## config.mk

```make
export PLATFORM = sky130hd
export DESIGN_NAME = lge_ram
export DESIGN_NICKNAME = d
export VERILOG_FILES = /design/src/design/lge_ram.sv
export SDC_FILE = /design/constraint.sdc
export NUM_CORES = 1
export LEC_CHECK = 0
export BUFFER_PORTS_ARGS = -buffer_cell sky130_fd_sc_hd__buf_2
export CORE_ASPECT_RATIO = 0.6
export CORE_MARGIN = 2
export CORE_UTILIZATION = 40
export DETAILED_ROUTE_END_ITERATION = 12
export GPL_ROUTABILITY_DRIVEN = 0
export PLACE_DENSITY_LB_ADDON = 0.1
export SLEW_MARGIN = 20
export SYNTH_ARGS = -nofsm -noshare
export SYNTH_HDL_FRONTEND = slang
export SYNTH_SLANG_ARGS = --single-unit
```

## constraint.sdc

```tcl
create_clock -name clk_i -period 3.45 [get_ports clk_i]
set_input_delay 0.1725 -clock clk_i [delete_from_list [all_inputs] [get_ports clk_i]]
set_output_delay 0.1725 -clock clk_i [all_outputs]
set_load 0.01 [all_outputs]
```

## src/design/lge_ram.sv

```systemverilog
// Generic single-write, single-read RAM with a registered read port.
module lge_ram #(
  parameter int Width = 8,
  parameter int Depth = 4,
  localparam int AddrW = $clog2(Depth)
) (
  input  logic             clk_i,
  input  logic             we_i,
  input  logic [AddrW-1:0] waddr_i,
  input  logic [Width-1:0] wdata_i,
  input  logic [AddrW-1:0] raddr_i,
  output logic [Width-1:0] rdata_o
);

  logic [Width-1:0] mem_q [Depth];
  logic [Width-1:0] rdata_q;

  // Write port and registered read port.
  always_ff @(posedge clk_i) begin
    if (we_i) begin
      mem_q[waddr_i] <= wdata_i;
    end
    rdata_q <= mem_q[raddr_i];
  end

  assign rdata_o = rdata_q;

endmodule

```

==> impl_metrics.toml <==
[status]
status = "complete, no violations"

[detailed_routing]
detail-route-antenna-nets = 0
via_per_inst = 4.79
drt-initial-drc-count = 45
vias = 603
route.detailed.drc = 0
totalWireLength_mm = 1.96
dr.pass1.iters = 4
drt-wirelength-per-cell_um = 15.6

[timing]
slew_viol_final = 0
period_share_pct = 27.9
max_freq_mhz = 1040
slew_headroom_pct = 54.7
setup_ws_ns = 2.49
setup_viol = 0
tightest_slew_ns = 0.677
rsz0062_at_grt = "no"
fin_tns_setup_ns = 0
hold_ws_ns = 0.0939
layout_min_cycle_time_ns = 0.962
fin_skew_ns = 0.00506
hold_viol_final = 0

[floorplanning]
fp.dieW_um = 79.0
fp-row-count = 16
dieArea_um2 = 3870
die_h_um = 49.0
core_um2 = 3240
io_pins = 22
start_util_pct = 41.6

[final_layout]
finalNetCount = 94
fin_util_pct = 48.8
area.growth.synth_to_final_pct = 17.3
drive_gt1_share_pct = 45.7
n_antenna_cell = 0
fin_cells = 126
fillers = 277

[setup_path]
cp-end-kind = "flip-flop"
path_max_fanout = 1
worstPathArrival_ns = 1.13
path_class = "reg2reg"
cp_slowest_cell = "mux4_2"
cp.required_ns = 3.61
path_delay_family = "multiplexers"
path_buf_inv = 0
crit_path_start_kind = "flip-flop"
critPathMaxStageDelay_ns = 0.46
path_cells = "mux4_2"

[logic_synthesis]
synthDistinctLibCells = 8
synth_seq_cells = 40
yosysWarnings = 0
synth_nets = 68
syn_area_um2 = 1350
syn_inst = 54
avgSynthCellArea_um2 = 25.0
seq_area_frac_synth_pct = 83.1

[pwr]
vdd_ir_drop_max_mv = 0.250
powerDensity_nw_per_um2 = 566
leakage_uw = 0.000563

[clock_network]
clockBufferDepth = 2
cts-hold-fix-buffers = 0
cts.htree.levels = 2
post_cts_buffers = 0
cts_tree = "yes"
clk_pin_slew_ns = 0.07
clk_latency_ns = 0.29
cts_buffers = 5
ctsResizeCount = 0
cts_num_sinks = 40
cts-root-buf = "clkbuf_8"

[global_routing]
antenna_found_initial = 0
grt_start_max_net_pins = 13
top_usage_layer = "met2"
grt_pass1_wl_mm = 3.20
grtUsageMet2_pct = 16.9
use_met1_pct = 15.4
track_usage_pct = 12.4
grt-ovfl-total = 0
use_met3_pct = 5.56
grt_pass1_vias = 645

[place]
io_buffers = 21
pre_cts_ws_ns = 2.19
dp_cells = 118

[job]
drv_cap = 0

[hold_path]
hold_class = "in2reg"
[cell usage in the layout (no fill, tap or decap)]
master,count
and3_1,1
and3b_1,2
buf_2,21
clkbuf_8,5
clkinv_1,1
clkinv_2,2
dfxtp_1,8
edfxtp_1,32
mux4_2,8
nor3b_2,1
[state kept, by name, summed over array words and instances (netlist names)]
name	count
rdata_o	8
mem_q	32
[area by class of cell]
type                    instances  area, um^2  area share, %
clock buffers                   5        68.8           4.35
clock inverters                 3        13.8          0.870
multi-input cells              12         216           13.7
flip-flops and latches         40        1120           70.9
well taps                      45        56.3           3.56
repair buffers                 21         105           6.65
[synthesized netlist by cell type, drive strengths merged]
master   n  area [um^2]
edfxtp  32          961
dfxtp    8          160
mux4     8          180
and3b    2         17.5
and3     1         6.26
buf      1         11.3
clkbuf   1         5.00
nor3b    1         7.51
[worst paths after layout]
path / startpoint / to / slack [ns] / cells after the start
setup reg to reg: mem_q[3][4] / rdata_o[4] / 2.49 / 1
setup / recovery: mem_q[3][4] / rdata_o[4] / 2.49 / 1
hold / removal: wdata_i[7] / mem_q[0][7] / 0.09 / 1
hold reg to reg: mem_q[3][0] / rdata_o[0] / 0.56 / 1
[metal layers]
layer	wire, um	vias up
met1	904	304
met2	898	19
met4	39	0
li1	-	275
met5	0	-
met3	119	5
[through the flow]
step	power, uW	area, um^2
6_report	896	1580
5_1_grt	939	1580
4_1_cts	909	1580
3_5_place_dp	621	1500
3_3_place_gp	619	1490
2_1_floorplan	595	1350
[logic make-up (layout without fill, tap and decap cells)]
family / count (synthesis) / after routing / share of synthesized area (%)
DFF: 40 / 40 / 83.1
muxes: 8 / 8 / 13.4
buffers and inverters: 2 / 29 / 1.21
and+or+nand+nor: 4 / 4 / 2.32
[power breakdown]
group | internal [uW] | leakage, uW | switching (uW)
Combinational | 26.4 | 0.000156 | 26.8
Clock | 137 | 0.0000453 | 150
Sequential | 550 | 0.000361 | 5.59
Note: power is estimated with default switching activity, not from simulation.
