<file path="src/design/lge_pkg.sv">
// Package with the shared types, constants and arithmetic helpers of the loss and gradient engine.
package lge_pkg;

  // Vector storage depth and the widths that follow from it.
  localparam int MaxLen = 32;
  localparam int IdxW   = $clog2(MaxLen);
  localparam int CntW   = $clog2(MaxLen + 1);

  // Accumulator width and saturation bounds.
  localparam int AccW = 40;
  localparam logic signed [AccW-1:0] AccMax = {1'b0, {(AccW-1){1'b1}}};
  localparam logic signed [AccW-1:0] AccMin = {1'b1, {(AccW-1){1'b0}}};

  // ln(2) in Q16.
  localparam logic signed [21:0] Ln2Q16 = 22'sd45426;

  // Depth of the queue between the front and the back.
  localparam int FifoDepth = 2;
  localparam int FifoPtrW  = $clog2(FifoDepth);
  localparam int FifoCntW  = $clog2(FifoDepth + 1);

  // Width of one stored (prediction, truth) pair.
  localparam int PairW = 30;

  typedef enum logic {
    KIND_MSE  = 1'b0,
    KIND_XENT = 1'b1
  } lge_kind_e;

  typedef struct packed {
    logic [14:0] prediction;
    logic [14:0] truth;
    logic        last;
  } lge_in_t;

  typedef struct packed {
    logic signed [31:0] value;
    logic               is_loss;
    logic [4:0]         index;
    logic               end_of_run;
  } lge_out_t;

  // One classified item as it waits in the queue.
  typedef struct packed {
    logic [14:0] prediction;
    logic [14:0] truth;
    logic        last;
    lge_kind_e   kind;
    logic        pred_zero;
    logic        truth_zero;
  } lge_entry_t;

  typedef enum logic [3:0] {
    ST_IDLE,
    ST_LN,
    ST_INT,
    ST_TERM,
    ST_ACC,
    ST_LOSS,
    ST_RD,
    ST_DIFF,
    ST_PLO,
    ST_PHI,
    ST_GRAD
  } lge_state_e;

  // Q16 table of ln(1 + k/16).
  function automatic logic [15:0] ln_lut(input logic [4:0] k);
    logic [15:0] v;
    unique case (k)
      5'd0:    v = 16'd0;
      5'd1:    v = 16'd3973;
      5'd2:    v = 16'd7719;
      5'd3:    v = 16'd11262;
      5'd4:    v = 16'd14624;
      5'd5:    v = 16'd17821;
      5'd6:    v = 16'd20870;
      5'd7:    v = 16'd23783;
      5'd8:    v = 16'd26573;
      5'd9:    v = 16'd29248;
      5'd10:   v = 16'd31818;
      5'd11:   v = 16'd34292;
      5'd12:   v = 16'd36675;
      5'd13:   v = 16'd38975;
      5'd14:   v = 16'd41196;
      5'd15:   v = 16'd43345;
      default: v = 16'd45426;
    endcase
    return v;
  endfunction

  // Saturate a grown sum to the accumulator range.
  function automatic logic signed [AccW-1:0] sat_acc(input logic signed [AccW:0] x);
    logic signed [AccW-1:0] r;
    if (x > $signed({AccMax[AccW-1], AccMax})) begin
      r = AccMax;
    end else if (x < $signed({AccMin[AccW-1], AccMin})) begin
      r = AccMin;
    end else begin
      r = x[AccW-1:0];
    end
    return r;
  endfunction

  // Saturate to the signed 32-bit result range.
  function automatic logic signed [31:0] sat32(input logic signed [32:0] x);
    logic signed [31:0] r;
    if (x > 33'sh0_7FFF_FFFF) begin
      r = 32'sh7FFF_FFFF;
    end else if (x < -33'sh0_8000_0000) begin
      r = 32'sh8000_0000;
    end else begin
      r = x[31:0];
    end
    return r;
  endfunction

endpackage

</file>
<file path="src/design/lge_fifo.sv">
// Short queue of classified items between the front end and the back end.
module lge_fifo import lge_pkg::*; (
  input  logic       clk_i,
  input  logic       rst_ni,
  input  logic       push_i,
  input  lge_entry_t entry_i,
  output logic       full_o,
  input  logic       pop_i,
  output logic       empty_o,
  output lge_entry_t entry_o
);

  lge_entry_t            mem_q [FifoDepth];
  logic [FifoPtrW-1:0]   wr_ptr_q, rd_ptr_q;
  logic [FifoCntW-1:0]   cnt_q;

  assign full_o  = (cnt_q == FifoCntW'(FifoDepth));
  assign empty_o = (cnt_q == '0);
  assign entry_o = mem_q[rd_ptr_q];

  // Pointers and fill count.
  always_ff @(posedge clk_i or negedge rst_ni) begin
    if (!rst_ni) begin
      wr_ptr_q <= '0;
      rd_ptr_q <= '0;
      cnt_q    <= '0;
    end else begin
      if (push_i) begin
        wr_ptr_q <= (wr_ptr_q == FifoPtrW'(FifoDepth - 1)) ? '0 : wr_ptr_q + 1'b1;
      end
      if (pop_i) begin
        rd_ptr_q <= (rd_ptr_q == FifoPtrW'(FifoDepth - 1)) ? '0 : rd_ptr_q + 1'b1;
      end
      if (push_i && !pop_i) begin
        cnt_q <= cnt_q + 1'b1;
      end else if (pop_i && !push_i) begin
        cnt_q <= cnt_q - 1'b1;
      end
    end
  end

  // Entry storage.
  always_ff @(posedge clk_i) begin
    if (push_i) begin
      mem_q[wr_ptr_q] <= entry_i;
    end
  end

endmodule

</file>
<file path="config.mk">
export PLATFORM = sky130hd
export DESIGN_NAME = lge_fifo
export DESIGN_NICKNAME = d
export VERILOG_FILES = /design/src/design/lge_pkg.sv /design/src/design/lge_fifo.sv
export SDC_FILE = /design/constraint.sdc
export NUM_CORES = 1
export LEC_CHECK = 0
export BUFFER_PORTS_ARGS = -buffer_cell sky130_fd_sc_hd__buf_2
export CAP_MARGIN = 40
export CORE_UTILIZATION = 52
export DETAILED_ROUTE_END_ITERATION = 6
export PLACE_DENSITY_LB_ADDON = 0.08
export SETUP_SLACK_MARGIN = 0.5
export SYNTH_ARGS = -nofsm -noshare
export SYNTH_HDL_FRONTEND = slang
export SYNTH_SLANG_ARGS = --single-unit
</file>
<file path="constraint.sdc">
create_clock -name clk_i -period 3.7 [get_ports clk_i]
set_clock_uncertainty 0.2 [all_clocks]
set_input_delay 0.185 -clock clk_i [delete_from_list [all_inputs] [get_ports clk_i]]
set_output_delay 0.185 -clock clk_i [all_outputs]
set_load 0.005 [all_outputs]
</file>
==> results by group <==
Logic synthesis
  – Count of different cell masters after synthesis: 13
  – Gate Count Post-Synth: 122
  – Synth top area share: 73.2%
  – Syn avg cell area: 22.9 µm²
  – Main area contributors after synthesis: edfxtp_1 73%, mux2_4 16%, dfrtp_1 3.6%
  – Seq cells post-synth: 72
  – Synth Cell Area: 2790 µm²
  – Mapped Nets: 161
  – Area leader, netlist: edfxtp_1
  – Sequential area share after synthesis: 76.7%
  – Syn. warnings: 0

Setup path
  – Crit path capture type: primary output
  – Buf/Inv on CP: 2
  – Crit path max-delay family: flip-flops
  – Critical Path Fanout Max: 28
  – RR Endpoint: mem_q[1][33]
  – Worst R2R Setup Slack: 1950 ps
  – CP max-delay cell: dfrtp_2
  – Slowest cell delay on critical path: 530 ps
  – Required @ worst endpoint: 3310 ps
  – Setup CP Type: flip-flop to primary output
  – Worst r2r path cells: 1
  – Crit-path cells: buf_12 -> mux2_2 -> buf_2
  – Arr. time, crit path: 1620 ps
  – Critical Path Start Type: flip-flop
  – Reg2Reg Launch Point: wr_ptr_q

Floorplan
  – # IOs: 74
  – Cell Rows: 26
  – Core Box Area: between 5000 and 6000 µm²
  – Die Ht: 75.3 µm
  – Die area: ~5700 µm²
  – DIE WIDTH: 75.3 µm
  – Starting Density: 54.3%

Global route
  – GRT Residual Overflow: 0
  – GR Util All Layers: between 10% and 20%
  – Largest net degree at the start of global routing: 35
  – First-pass GRT wire length: 7220 µm
  – Vias in the first global route: around 1600
  – Antenna violations before repair: 0

Min path
  – Hold EP: cnt_q[1]
  – Hold Crit Class: flip-flop to flip-flop
  – WHS Path Cells: 1
  – Hold_sp: cnt_q[1]

Clock network
  – Post_cts resized: 0
  – Clock Tree Root: clkbuf_8
  – Later-pin clock latency in the skew report: 320 ps
  – Clock transition at the registers of the reported paths: 70 ps
  – H-tree depth: 3
  – Clock sink total: 72
  – Max clock buf depth: 2
  – Hold buffers post-CTS: 38
  – Postcts setup bufs: 0
  – Num CTS Buffers: 9
  – CTS tree: built

STA
  – Setup violators final: 0
  – Max Slew Vio Count: 0
  – Peak Freq: 499 MHz
  – Worst-margin pin slew: about 800 ps
  – Fin crit share: 54.2%
  – Slew HR: a little under half
  – Final-report hold violation count: 0
  – Unrepaired setup endpoints after global routing: no
  – Post-route setup slack: 1700 ps
  – Final min period: 2000 ps
  – Setup TNS Final: 0 ps

Power and ir drop
  – Pleak: 1.54 nW
  – Pwr/cell area: 646 nW/µm²
  – Max VDD drop: 0.589 mV

Flow run
  – Max-Cap Viols: 0

Final layout
  – Final layout net count: 281
  – Area Growth Syn to Fin: 34.9%
  – Most common cell after layout, fill and taps aside: buf_2
  – Share of cells above drive strength 1: between 50% and 60%
  – Commonest cells after routing, fill and taps aside: 73 x buf_2, 68 x edfxtp_1, 38 x dlygate4sd3_1, 29 x mux2_4, 9 x clkbuf_8
  – # diodes: 0
  – Post-route insts no fill: 317

Drt
  – Drt drc: 0
  – Routed len/inst: 15.3 µm
  – Vias per cell: 4.82
  – Routed Antenna Nets: 0
  – Pre-antenna DRT Iters: 4
  – Total Routed Length: 4850 µm
  – Vias post-DR: 1529
  – DR iter-0 viols: 52

Placement
  – Worst slack, placed: ~1900 ps
  – # port buffers: 73
  – RePlAce Congestion: 0.681
  – HPWL Detailed: roughly 2800 µm
  – DP Cell Count: 263

Run status
  – Outcome: complete, no violations
worst max-delay path by stage:
stage                     slack [ps]           to     start  cells past startpoint
after CTS                       1680  entry_o[19]  rd_ptr_q                      3
after global routing            1620  entry_o[19]  rd_ptr_q                      3
after floorplan                 1140  mem_q[0][0]  wr_ptr_q                      1
after global placement          1720  entry_o[19]  rd_ptr_q                      2
after detailed placement        1920  mem_q[1][1]  wr_ptr_q                      1
final                           1700  entry_o[19]  rd_ptr_q                      3
registers in the layout, indices dropped and copies added, names as in the netlist:
signal / flops
wr_ptr_q: 1
cnt_q: 2
rd_ptr_q: 1
mem_q: 68
cell usage after synthesis (all sizes together):
cell and instances:
buf 4, nor2b 2, inv 1, mux2 34
xor2 4, and2 1, dfrtp 4, edfxtp 68
ha 1, xnor2 1, nor2 2
kinds of logic after synthesis:
logic type	count (synthesis)	share of synthesized area (%)
multiplexers	34	17.6
AND/OR/NAND/NOR	5	0.941
flip-flops	72	76.7
XOR/XNOR	5	1.57
buffers and inverters	5	2.69
adder cells (fa/ha/maj)	1	0.448
metal layers:
layer	GRT usage [%]	routed length [µm]
met1	20.3	1880
met2	33.9	2690
met3	3.75	240
met4	9.88	47
met5	0	0
area by class of cell:
| type | instances | area, µm² |
|---|---|---|
| flip-flops and latches | 72 | 2140 |
| fillers | 353 | 1380 |
| repair buffers | 113 | 793 |
| multi-input cells | 45 | 583 |
| clock buffers | 10 | 128 |
| well taps | 70 | 87.6 |
| clock inverters | 6 | 26.3 |
| inverters | 1 | 3.75 |
stage by stage:
step           utilization, %  area [µm²]  power, mW  hold slack [ps]
2_1_floorplan               -        2790       1.71             -311
3_3_place_gp             61.9        3180       1.87             -210
3_5_place_dp             62.9        3230       1.93             -204
4_1_cts                  73.2        3760       2.45              321
5_1_grt                  73.2        3760       2.57              343
6_report                 73.2        3760       2.43              330
power breakdown:
| group | internal, mW | total [mW] | switching [mW] |
|---|---|---|---|
| combinational | 0.456 | 0.771 | 0.316 |
| clock | 0.233 | 0.489 | 0.256 |
| sequential | 1.09 | 1.17 | 0.0835 |
| total | 1.78 | 2.43 | 0.655 |
Note: power is estimated with default switching activity, not from simulation.
