**config.mk**
```make
export PLATFORM = sky130hd
export DESIGN_NAME = lge_front
export DESIGN_NICKNAME = d
export VERILOG_FILES = /design/src/design/lge_pkg.sv /design/src/design/lge_front.sv
export SDC_FILE = /design/constraint.sdc
export NUM_CORES = 1
export LEC_CHECK = 0
export ABC_AREA = 0
export BUFFER_PORTS_ARGS = -buffer_cell sky130_fd_sc_hd__buf_4
export CAP_MARGIN = 15
export CORE_MARGIN = 2
export CORE_UTILIZATION = 24
export CTS_CLUSTER_DIAMETER = 40
export CTS_CLUSTER_SIZE = 28
export DETAILED_ROUTE_END_ITERATION = 6
export MAX_ROUTING_LAYER = met4
export PLACE_DENSITY = 0.84
export SYNTH_ARGS = -nofsm -noshare
export SYNTH_HDL_FRONTEND = slang
export SYNTH_SLANG_ARGS = --single-unit
```
**constraint.sdc**
```tcl
create_clock -name clk_i -period 0.8 [get_ports clk_i]
set_input_delay 0 -clock clk_i [delete_from_list [all_inputs] [get_ports clk_i]]
set_output_delay 0 -clock clk_i [all_outputs]
set_load 0.01 [all_outputs]
```
**src/design/lge_pkg.sv**
```systemverilog
// Package with the shared types, constants and arithmetic helpers of the loss and gradient engine.
package lge_pkg;

  // Vector storage depth and the widths that follow from it.
  localparam int MaxLen = 32;
  localparam int IdxW   = $clog2(MaxLen);
  localparam int CntW   = $clog2(MaxLen + 1);

  // Accumulator width and saturation bounds.
  localparam int AccW = 40;
  localparam logic signed [AccW-1:0] AccMax = {1'b0, {(AccW-1){1'b1}}};
  localparam logic signed [AccW-1:0] AccMin = {1'b1, {(AccW-1){1'b0}}};

  // ln(2) in Q16.
  localparam logic signed [21:0] Ln2Q16 = 22'sd45426;

  // Depth of the queue between the front and the back.
  localparam int FifoDepth = 2;
  localparam int FifoPtrW  = $clog2(FifoDepth);
  localparam int FifoCntW  = $clog2(FifoDepth + 1);

  // Width of one stored (prediction, truth) pair.
  localparam int PairW = 30;

  typedef enum logic {
    KIND_MSE  = 1'b0,
    KIND_XENT = 1'b1
  } lge_kind_e;

  typedef struct packed {
    logic [14:0] prediction;
    logic [14:0] truth;
    logic        last;
  } lge_in_t;

  typedef struct packed {
    logic signed [31:0] value;
    logic               is_loss;
    logic [4:0]         index;
    logic               end_of_run;
  } lge_out_t;

  // One classified item as it waits in the queue.
  typedef struct packed {
    logic [14:0] prediction;
    logic [14:0] truth;
    logic        last;
    lge_kind_e   kind;
    logic        pred_zero;
    logic        truth_zero;
  } lge_entry_t;

  typedef enum logic [3:0] {
    ST_IDLE,
    ST_LN,
    ST_INT,
    ST_TERM,
    ST_ACC,
    ST_LOSS,
    ST_RD,
    ST_DIFF,
    ST_PLO,
    ST_PHI,
    ST_GRAD
  } lge_state_e;

  // Q16 table of ln(1 + k/16).
  function automatic logic [15:0] ln_lut(input logic [4:0] k);
    logic [15:0] v;
    unique case (k)
      5'd0:    v = 16'd0;
      5'd1:    v = 16'd3973;
      5'd2:    v = 16'd7719;
      5'd3:    v = 16'd11262;
      5'd4:    v = 16'd14624;
      5'd5:    v = 16'd17821;
      5'd6:    v = 16'd20870;
      5'd7:    v = 16'd23783;
      5'd8:    v = 16'd26573;
      5'd9:    v = 16'd29248;
      5'd10:   v = 16'd31818;
      5'd11:   v = 16'd34292;
      5'd12:   v = 16'd36675;
      5'd13:   v = 16'd38975;
      5'd14:   v = 16'd41196;
      5'd15:   v = 16'd43345;
      default: v = 16'd45426;
    endcase
    return v;
  endfunction

  // Saturate a grown sum to the accumulator range.
  function automatic logic signed [AccW-1:0] sat_acc(input logic signed [AccW:0] x);
    logic signed [AccW-1:0] r;
    if (x > $signed({AccMax[AccW-1], AccMax})) begin
      r = AccMax;
    end else if (x < $signed({AccMin[AccW-1], AccMin})) begin
      r = AccMin;
    end else begin
      r = x[AccW-1:0];
    end
    return r;
  endfunction

  // Saturate to the signed 32-bit result range.
  function automatic logic signed [31:0] sat32(input logic signed [32:0] x);
    logic signed [31:0] r;
    if (x > 33'sh0_7FFF_FFFF) begin
      r = 32'sh7FFF_FFFF;
    end else if (x < -33'sh0_8000_0000) begin
      r = 32'sh8000_0000;
    end else begin
      r = x[31:0];
    end
    return r;
  endfunction

endpackage

```
**src/design/lge_front.sv**
```systemverilog
// Front end: holds the loss kind register, takes input transfers and classifies them.
module lge_front import lge_pkg::*; (
  input  logic       clk_i,
  input  logic       rst_ni,
  input  logic       in_valid_i,
  output logic       in_stall_o,
  input  lge_in_t    in_data_i,
  input  logic       cfg_we_i,
  input  logic       cfg_wdata_i,
  input  logic       full_i,
  output logic       push_o,
  output lge_entry_t entry_o
);

  lge_kind_e kind_q;

  // Loss kind register.
  always_ff @(posedge clk_i or negedge rst_ni) begin
    if (!rst_ni) begin
      kind_q <= KIND_MSE;
    end else if (cfg_we_i) begin
      kind_q <= lge_kind_e'(cfg_wdata_i);
    end
  end

  // Accept while the queue has room.
  assign in_stall_o = full_i;
  assign push_o     = in_valid_i & ~full_i;

  // Tag each item with the kind in force and its zero flags.
  always_comb begin
    entry_o.prediction = in_data_i.prediction;
    entry_o.truth      = in_data_i.truth;
    entry_o.last       = in_data_i.last;
    entry_o.kind       = kind_q;
    entry_o.pred_zero  = (in_data_i.prediction == 15'd0);
    entry_o.truth_zero = (in_data_i.truth == 15'd0);
  end

endmodule

```
==> key figures, run 1 <==
STA
  – Final Max Tran Viols: 0
  – Setup TNS: 0 ns
  – Worst setup margin: 0.0511 ns
  – Final min period: 0.749 ns
  – Final setup viols: 0
  – Hold Vio Cnt, Final: 0
  – RSZ-0062 raised after global routing: false
  – Relative slew slack: 83.8%
  – Worst Tran Pin Value: 0.241 ns
  – Final worst-path cycle share: 93.6%
  – Achievable Freq: 1.34 GHz
  – Final Skew: 0 ns

Clocking
  – Clk Latency, worst-skew pair: 0 ns
  – # Post-CTS Setup Buffers: 0
  – Clk pin slew, worst setup/hold paths: 0 ns

Critical path
  – Worst R2R Path Depth: 1
  – Largest stage delay, worst path: 0.36 ns
  – CP Capture Type: flip-flop
  – Top delay family on crit path: flip-flops
  – Critical Path Slowest Stage Cell: dfrtp_1
  – Worst Setup Start Kind: flip-flop
  – Critical Path AT: between 0.6 and 0.7 ns
  – WP buf/inv: 0
  – Setup CP Type: flip-flop to flip-flop
  – Crit path cell chain: mux2_2
  – Worst R2R End: kind_q$_DFFE_PN0P_
  – Reg2reg start: kind_q$_DFFE_PN0P_
  – Reg-to-reg slack, setup: 0.05 ns
  – Worst-path fanout max: 2
  – Crit path required time: roughly 0.67 ns

Detailed routing
  – First-pass DRT Iterations: 2
  – Wire per inst: 11.2 microns
  – Final wirelength: between 1000 and 1500 microns
  – Vias per cell: 4.29
  – DRT iter0 DRCs: 2
  – Vias: ~430
  – Drt drc: 0
  – DRT antenna net count: 0

Power and ir drop
  – Net Switching: ~130 uW
  – Comb pwr share: a little under nine tenths
  – Clk pwr share: 0%
  – Max VDD drop: approximately 0.40 mV
  – Switching Share: about a third
  – Sequential power share: 14.2%
  – Power Dens Cells: just over 600 nW/um^2
  – Pwr Total: 418 uW
  – Leakage power: around 0.37 nW
  – Internal: 285 uW

Die
  – Die width: 42.5 microns
  – I/O pins: 73
  – Core Footprint: 1350 sq um
  – Die Y: 42.5 microns
  – Die area: 1800 sq um
  – Num rows: 13
  – Initial Util: 26.3%

Cells and area
  – Final non-filler cell area: about 680 sq um
  – Top Registers: kind_q (1)
  – Layout cells sized above 1: 85.7%
  – # fillers: 127
  – NumNets Final: 123
  – Synth-to-layout area growth: 90.5%
  – Diode count: 0
  – Max reg flops: 1
  – Most flops, register: kind_q

Synth
  – Synth cell count leaders: 33 x buf_4, 6 x nor4_1, 2 x and4_1, 2 x nor3_1
  – Synth Register Bits: 1
  – Most common cell in the netlist: buf_4
  – Synth Area in Compound Gates: 0%
  – Post-synth EDFFs: 0
  – Post-synth top area cell: buf_4
  – Top_reg_cell synth: dfrtp_1
  – Synth Area in Simple Gates: 20.1%
  – Post-synthesis sequential area ratio: 7.04%
  – Cell count after synthesis: 46
  – Post-synthesis adder-cell area fraction: 0%
  – Synthesized Nets: 83
  – Post-synth top area share: ~70%
  – Largest family of logic cells by synthesized area: buffers and inverters
  – Syn_area_per_cell: 7.72 sq um
  – Multiplexer share of the synthesized area: about 3.2%
  – Synth top area cells: buf_4 70%, nor4_1 11%, dfrtp_1 7.0%
  – Synthesized area: roughly 360 sq um
  – Post-synthesis cell type count: 7
  – Xor and xnor area share after synthesis: 0%
  – Ys Warns: 0
  – Fraction of registers with async set/reset: 100%

Hold path
  – Worst Hold Path Cells: 0
  – Worst Hold Path EP: entry_o[3]
  – Min-Delay Startpoint: in_data_i[0]
  – Min-delay worst type: input port to primary output

Placed design
  – Post-DP HPWL: 1020 microns
  – GP Congestion: a little over 0.6
  – DP Area: 652 sq um
  – PortBufs: 70
  – Worst slack, placed: -0.0303 ns

Run
  – Max-cap violations: 0

Status
  – Outcome: complete, no violations

Global routing
  – Vias in the first global route: 360
  – First-pass GRT wire length: between 1500 and 2000 microns
  – Total global routing overflow: 0
  – Largest net degree at the start of global routing: 3
  – Initial antenna violation count: 0
  – Tot GR Track Use: 10.6%
cells by family after synthesis:
group         Yosys count
buf+inv                33
flops                   1
mux                     1
simple gates           11
power by group through the flow:
stage	sequential, mW	clock (mW)	combinational [mW]
floorplan	0.0584	0	0.190
global placement	0.0585	0	0.345
detailed placement	0.0589	0	0.351
CTS	0.0589	0	0.357
global route	0.0598	0	0.383
finish	0.0592	0	0.359
through the flow:
stage,hold slack [ns],std cells,utilization [%]
2_1_floorplan,-0.296,46,-
3_3_place_gp,-0.225,98,48.3
3_5_place_dp,-0.224,98,48.3
4_1_cts,0.000119,99,49.5
5_1_grt,0.0000300,99,50.1
6_report,0.00000444,99,50.1
final cells by class:
type                       count  area, sq um  share of cell area, %
tap                           15         18.8                   2.77
timing repair buffer          71          536                   79.1
multi-input combinational     12         97.6                   14.4
sequential                     1         25.0                   3.70
routing by layer:
layer	vias to the layer above	routed length (microns)	GRT usage (%)
li1	203	-	-
met1	177	268	10.7
met2	45	607	20.6
met3	0	231	3.45
met4	0	0	0.625
met5	-	0	-
worst max path at each step:
| stage | from | end | cells after the start |
|---|---|---|---|
| after CTS | in_data_i[3] | entry_o[0] | 4 |
| after global placement | in_data_i[3] | entry_o[0] | 4 |
| final | kind_q$_DFFE_PN0P_ | kind_q$_DFFE_PN0P_ | 1 |
| after global routing | in_data_i[19] | entry_o[1] | 4 |
| after floorplan | kind_q$_DFFE_PN0P_ | kind_q$_DFFE_PN0P_ | 1 |
| after detailed placement | in_data_i[3] | entry_o[0] | 4 |
layout by cell type (no fill, tap or decap):
cell type / count
nor2b_1: 1
buf_4: 70
nor3_1: 2
dlygate4sd3_1: 1
nor4_4: 1
and4_1: 2
nor4_1: 5
mux2_2: 1
dfrtp_1: 1
repair_timing:
item	in CTS	in global routing
hold endpoints to repair	1	0
hold buffers	1	0
pin swaps	0	0
endpoints found under the setup margin	1	1
gates resized for setup	1	1
Power figures use the tool's default switching activity.
==> inputs of run 2 (changes only) <==
REMOVE_ABC_BUFFERS = 1   (was unset)
==> key figures, run 2 (synthesis results as in run 1) <==
STA
  – Hold Vio Cnt, Final: 0 (unchanged)
  – Final hold slack: 0.0000219 ns (+0.0000174 ns)
  – Final setup viols: 0 (unchanged)
  – Final Skew: 0 ns (unchanged)
  – Final Max Tran Viols: 0 (unchanged)
  – RSZ-0062 raised after global routing: false
  – Setup TNS: 0 ns (unchanged)
  – Relative slew slack: 85.7% (+1.9 points)
  – Worst Tran Pin Value: 0.212 ns (-0.0286 ns)
  – Final worst-path cycle share: 91.1% (-2.5 points)
  – Achievable Freq: 1.37 GHz (+2.8%)
  – Final min period: 0.729 ns (-0.0204 ns)

Run
  – Max-cap violations: 0 (unchanged)

Cells and area
  – Top Registers: kind_q (1)
  – Register area: 25.0 sq um (unchanged)
  – # fillers: 134 (+5.5%)
  – Commonest cells after routing, fill and taps aside: 70 x buf_4, 4 x nor4_2, 2 x nor4_1, 2 x nor3_1, 2 x and4_1
  – Max reg flops: 1 (unchanged)
  – Final core utilization: 50.9% (+0.74 points)
  – Synth-to-layout area growth: 93.3%
  – Commonest non-fill, non-tap cell in the layout: buf_4
  – NumNets Final: 123 (unchanged)
  – Footprint of the multi-input gates: 108 sq um (+10%)
  – Diode count: 0 (unchanged)
  – Most flops, register: kind_q
  – Layout cells sized above 1: 89.3% (+3.6 points)

Die
  – Core Footprint: 1350 sq um (unchanged)
  – Initial Util: 26.3% (unchanged)
  – I/O pins: 73 (unchanged)
  – Die width: 42.5 microns (unchanged)
  – Die Y: 42.5 microns (unchanged)
  – Die area: 1800 sq um (unchanged)
  – Num rows: 13 (unchanged)

Placed design
  – GP Congestion: 0.716 (+16%)
  – PortBufs: 70 (unchanged)

Detailed routing
  – Drt drc: 0 (unchanged)
  – Final wirelength: 1240 microns (+12%)
  – Vias per cell: 4.26 (-0.71%)
  – DRT iter0 DRCs: 3 (+1)
  – Vias: 422 (-0.71%)
  – DRT antenna net count: 0 (unchanged)
  – First-pass DRT Iterations: 2 (unchanged)
  – Wire per inst: 12.5 microns (+12%)

Status
  – Outcome: complete, no violations

Power and ir drop
  – Power Dens Cells: 620 nW/um^2 (+0.50%)
  – Pwr Total: 426 uW (+2.0%)
  – Max VDD drop: 0.309 mV (-23%)
  – Leakage power: 0.373 nW (about the same)

Critical path
  – WP buf/inv: 0 (unchanged)
  – Critical Path Slowest Stage Cell: dfrtp_1
  – CP Capture Type: flip-flop
  – Critical Path AT: 0.60 ns (-0.02 ns)
  – Setup CP Type: flip-flop to flip-flop
  – Worst Setup Start Kind: flip-flop
  – Largest stage delay, worst path: 0.35 ns (about the same)
  – Top delay family on crit path: flip-flops
  – Crit path required time: 0.67 ns (about the same)
  – Worst-path fanout max: 2 (unchanged)
  – Crit path cell chain: mux2_2

Global routing
  – Largest net degree at the start of global routing: 3 (unchanged)
  – First-pass GRT wire length: 1810 microns (+16%)
  – Initial antenna violation count: 0 (unchanged)
  – Tot GR Track Use: 12.8% (+2.2 points)
  – Vias in the first global route: 418 (+16%)
  – Total global routing overflow: 0 (unchanged)

Clocking
  – Clk Latency, worst-skew pair: 0 ns (unchanged)
  – # Post-CTS Setup Buffers: 0 (unchanged)
  – Clk pin slew, worst setup/hold paths: 0 ns (unchanged)

Hold path
  – Min-delay worst type: input port to primary output
[run 2: cell counts in the layout (fill, tap and decap cells not counted)]
No cell type changed its count.
[run 2: what timing repair did]
item	CTS	global route
resized for setup	0	4
hold buffers	1	0
setup endpoints to repair	0	2
hold endpoints to repair	1	0
[run 2: final cells by class]
cell class / instances / share of cell area [%]
repair buffers: 71 / 78.0
multi-input cells: 12 / 15.7
flip-flops and latches: 1 / 3.64
well taps: 15 / 2.73
[run 2: power by group]
| group | internal, mW | switching, mW | total, mW |
|---|---|---|---|
| Clock | 0 | 0 | 0 |
| Combinational | 0.230 | 0.138 | 0.368 |
| Sequential | 0.0566 | 0.00201 | 0.0586 |
| Total | 0.286 | 0.140 | 0.426 |
[run 2: metal layers]
metal / GRT usage, % / up-vias / part of all wire (%)
li1: - / 203 / -
met1: 13.0 / 182 / 31
met2: 26.5 / 35 / 58
met3: 1.29 / 2 / 10
met4: 1.25 / 0 / 0.97
met5: - / - / 0
[run 2: worst paths after layout]
kind,from,endpoint,slack (ns),cells past startpoint
max,kind_q$_DFFE_PN0P_,kind_q$_DFFE_PN0P_,0.07,1
min,in_data_i[0],entry_o[3],0.00002,0
max reg2reg,kind_q$_DFFE_PN0P_,kind_q$_DFFE_PN0P_,0.07,1
min reg2reg,kind_q$_DFFE_PN0P_,kind_q$_DFFE_PN0P_,0.49,1
max in group asynchronous,rst_ni,kind_q$_DFFE_PN0P_,0.39,2
min in group asynchronous,rst_ni,kind_q$_DFFE_PN0P_,0.33,2
[run 2: through the flow]
stage	instances	instance area, sq um	worst slack (ns)
global placement	98	652	0.0517
CTS	99	662	0.0521
global route	99	687	0.0106
finish	99	687	0.0714
floorplan	13	108	0.0306
detailed placement	98	652	0.0521
==> inputs of run 3 (changes only) <==
CORE_MARGIN = 1.5   (was 2)
CORE_UTILIZATION = 25   (was 24)
PLACE_DENSITY = 0.87   (was 0.84)
clock period = 0.9 ns   (was 0.8 ns; I/O delays follow)
==> key figures, run 3 (synthesis results as in run 1) <==
Status
  – Outcome: complete, no violations

Power and ir drop
  – Max VDD drop: 0.236 mV (-24%)
  – Leakage power: 0.372 nW (-0.50%)
  – Pwr Total: 366 uW (-14%)
  – Power Dens Cells: 553 nW/um^2 (-11%)

Critical path
  – Critical Path Slowest Stage Cell: dfrtp_1
  – Worst-path fanout max: 2 (unchanged)
  – Crit path cell chain: mux2_2
  – WP buf/inv: 0 (unchanged)
  – Reg2reg start: kind_q$_DFFE_PN0P_
  – Crit path required time: 0.77 ns (+0.10 ns)
  – Crit path from: kind_q$_DFFE_PN0P_
  – Critical Path AT: 0.61 ns (about the same)
  – Worst Setup Start Kind: flip-flop
  – Largest stage delay, worst path: 0.35 ns (about the same)
  – CP Capture Type: flip-flop
  – Top delay family on crit path: flip-flops
  – Setup CP Type: flip-flop to flip-flop

Global routing
  – Vias in the first global route: 320 (-23%)
  – First-pass GRT wire length: 1160 microns (-36%)
  – Largest net degree at the start of global routing: 3 (unchanged)
  – Tot GR Track Use: 10.5% (-2.3 points)
  – Total global routing overflow: 0 (unchanged)
  – Initial antenna violation count: 0 (unchanged)

Placed design
  – Worst slack, placed: 0.163 ns (+0.111 ns)
  – Post-DP HPWL: 1070 microns
  – GP Congestion: 0.775 (+8.2%)
  – PortBufs: 70 (unchanged)
  – Cells after DPL: 98 (unchanged)

Cells and area
  – Commonest cells after routing, fill and taps aside: 70 x buf_4, 6 x nor4_1, 2 x nor3_1, 2 x and4_1
  – Register area: 25.0 sq um (unchanged)
  – Final non-filler cell total: 99 (unchanged)
  – Commonest non-fill, non-tap cell in the layout: buf_4
  – # fillers: 130 (-3.0%)
  – Layout cells sized above 1: 84.5% (-4.8 points)
  – Max reg flops: 1 (unchanged)
  – Diode count: 0 (unchanged)
  – Footprint of the multi-input gates: 82.6 sq um (-23%)
  – Top Registers: kind_q (1)
  – Synth-to-layout area growth: 86.3%
  – NumNets Final: 123 (unchanged)
  – Most flops, register: kind_q

Clocking
  – Post-CTS Resized: 0 (unchanged)
  – Clk pin slew, worst setup/hold paths: 0 ns (unchanged)
  – Clk Latency, worst-skew pair: 0 ns (unchanged)
  – # Post-CTS Setup Buffers: 0 (unchanged)

Die
  – Die width: 40.7 microns (-4.2%)
  – Initial Util: 27.0% (+0.65 points)
  – I/O pins: 73 (unchanged)
  – Core Footprint: 1320 sq um (-2.4%)
  – Num rows: 13 (unchanged)
  – Die Y: 40.7 microns (-4.2%)
  – Die area: 1660 sq um (-8.2%)

STA
  – Final min period: 0.731 ns (+0.00272 ns)
  – Final setup viols: 0 (unchanged)
  – Final worst-path cycle share: 81.3% (-9.8 points)
  – Hold Vio Cnt, Final: 0 (unchanged)
  – Worst Tran Pin Value: 0.224 ns (+0.0118 ns)
  – Achievable Freq: 1.37 GHz (-0.37%)
  – Final Max Tran Viols: 0 (unchanged)
  – RSZ-0062 raised after global routing: false
  – Relative slew slack: 84.9% (-0.81 points)
  – Setup TNS: 0 ns (unchanged)
  – Worst setup margin: 0.169 ns (+0.0973 ns)
  – Final Skew: 0 ns (unchanged)

Detailed routing
  – Wire per inst: 11.0 microns (-12%)
  – DRT met1 WL: 243 microns (-36%)
  – DRT iter0 DRCs: 1 (-2)
  – Highest routed layer: met3
  – Metal3 WL: 237 microns (+88%)
  – Met2 wire length: 613 microns (-15%)
  – Final wirelength: 1090 microns (-12%)
  – First-pass DRT Iterations: 4 (+2)
  – Drt drc: 0 (unchanged)
  – Vias: 444 (+5.2%)
  – DRT antenna net count: 0 (unchanged)
  – Vias per cell: 4.48 (+5.2%)

Run
  – Max-cap violations: 0 (unchanged)

Hold path
  – Min-delay worst type: input port to primary output
  – Min-Delay Startpoint: in_data_i[0]
==> run 3: power by group <==
| group | internal [mW] | switching (mW) |
|---|---|---|
| clock | 0 | 0 |
| combinational | 0.201 | 0.113 |
| sequential | 0.0503 | 0.00200 |
| total | 0.252 | 0.115 |
==> run 3: layer usage <==
metal	GRT usage, %	vias up
li1	-	202
met1	6.77	190
met2	27.8	52
met3	0	0
met4	0	0
met5	-	-
==> run 3: worst paths after layout <==
kind                                      end  slack, ns  cells past startpoint
hold reg to reg            kind_q$_DFFE_PN0P_       0.50                      1
hold / removal                     entry_o[3]    0.00002                      0
max in group asynchronous  kind_q$_DFFE_PN0P_       0.50                      2
min in group asynchronous  kind_q$_DFFE_PN0P_       0.32                      2
setup / recovery           kind_q$_DFFE_PN0P_       0.17                      1
setup reg to reg           kind_q$_DFFE_PN0P_       0.17                      1
==> run 3: through the flow <==
| stage | hold slack, ns | util [%] | area [sq um] |
|---|---|---|---|
| finish | 0.0000219 | 50.2 | 662 |
| global route | 0.0000620 | 50.2 | 662 |
| CTS | 0.0000686 | 50.2 | 662 |
| detailed placement | -0.223 | 49.5 | 652 |
| global placement | -0.225 | 49.5 | 652 |
| floorplan | -0.296 | - | 108 |
==> run 3: cell type report <==
class | instances | share of cell area, %
Multi-Input combinational cell | 12 | 12.5
Timing Repair Buffer | 71 | 80.9
Sequential cell | 1 | 3.78
Tap cell | 15 | 2.84
==> run 3: timing repair <==
item / 4_1_cts / 5_1_grt
setup endpoints to repair: 0 / 0
endpoints found under the hold margin: 1 / 0
hold buffers: 1 / 0
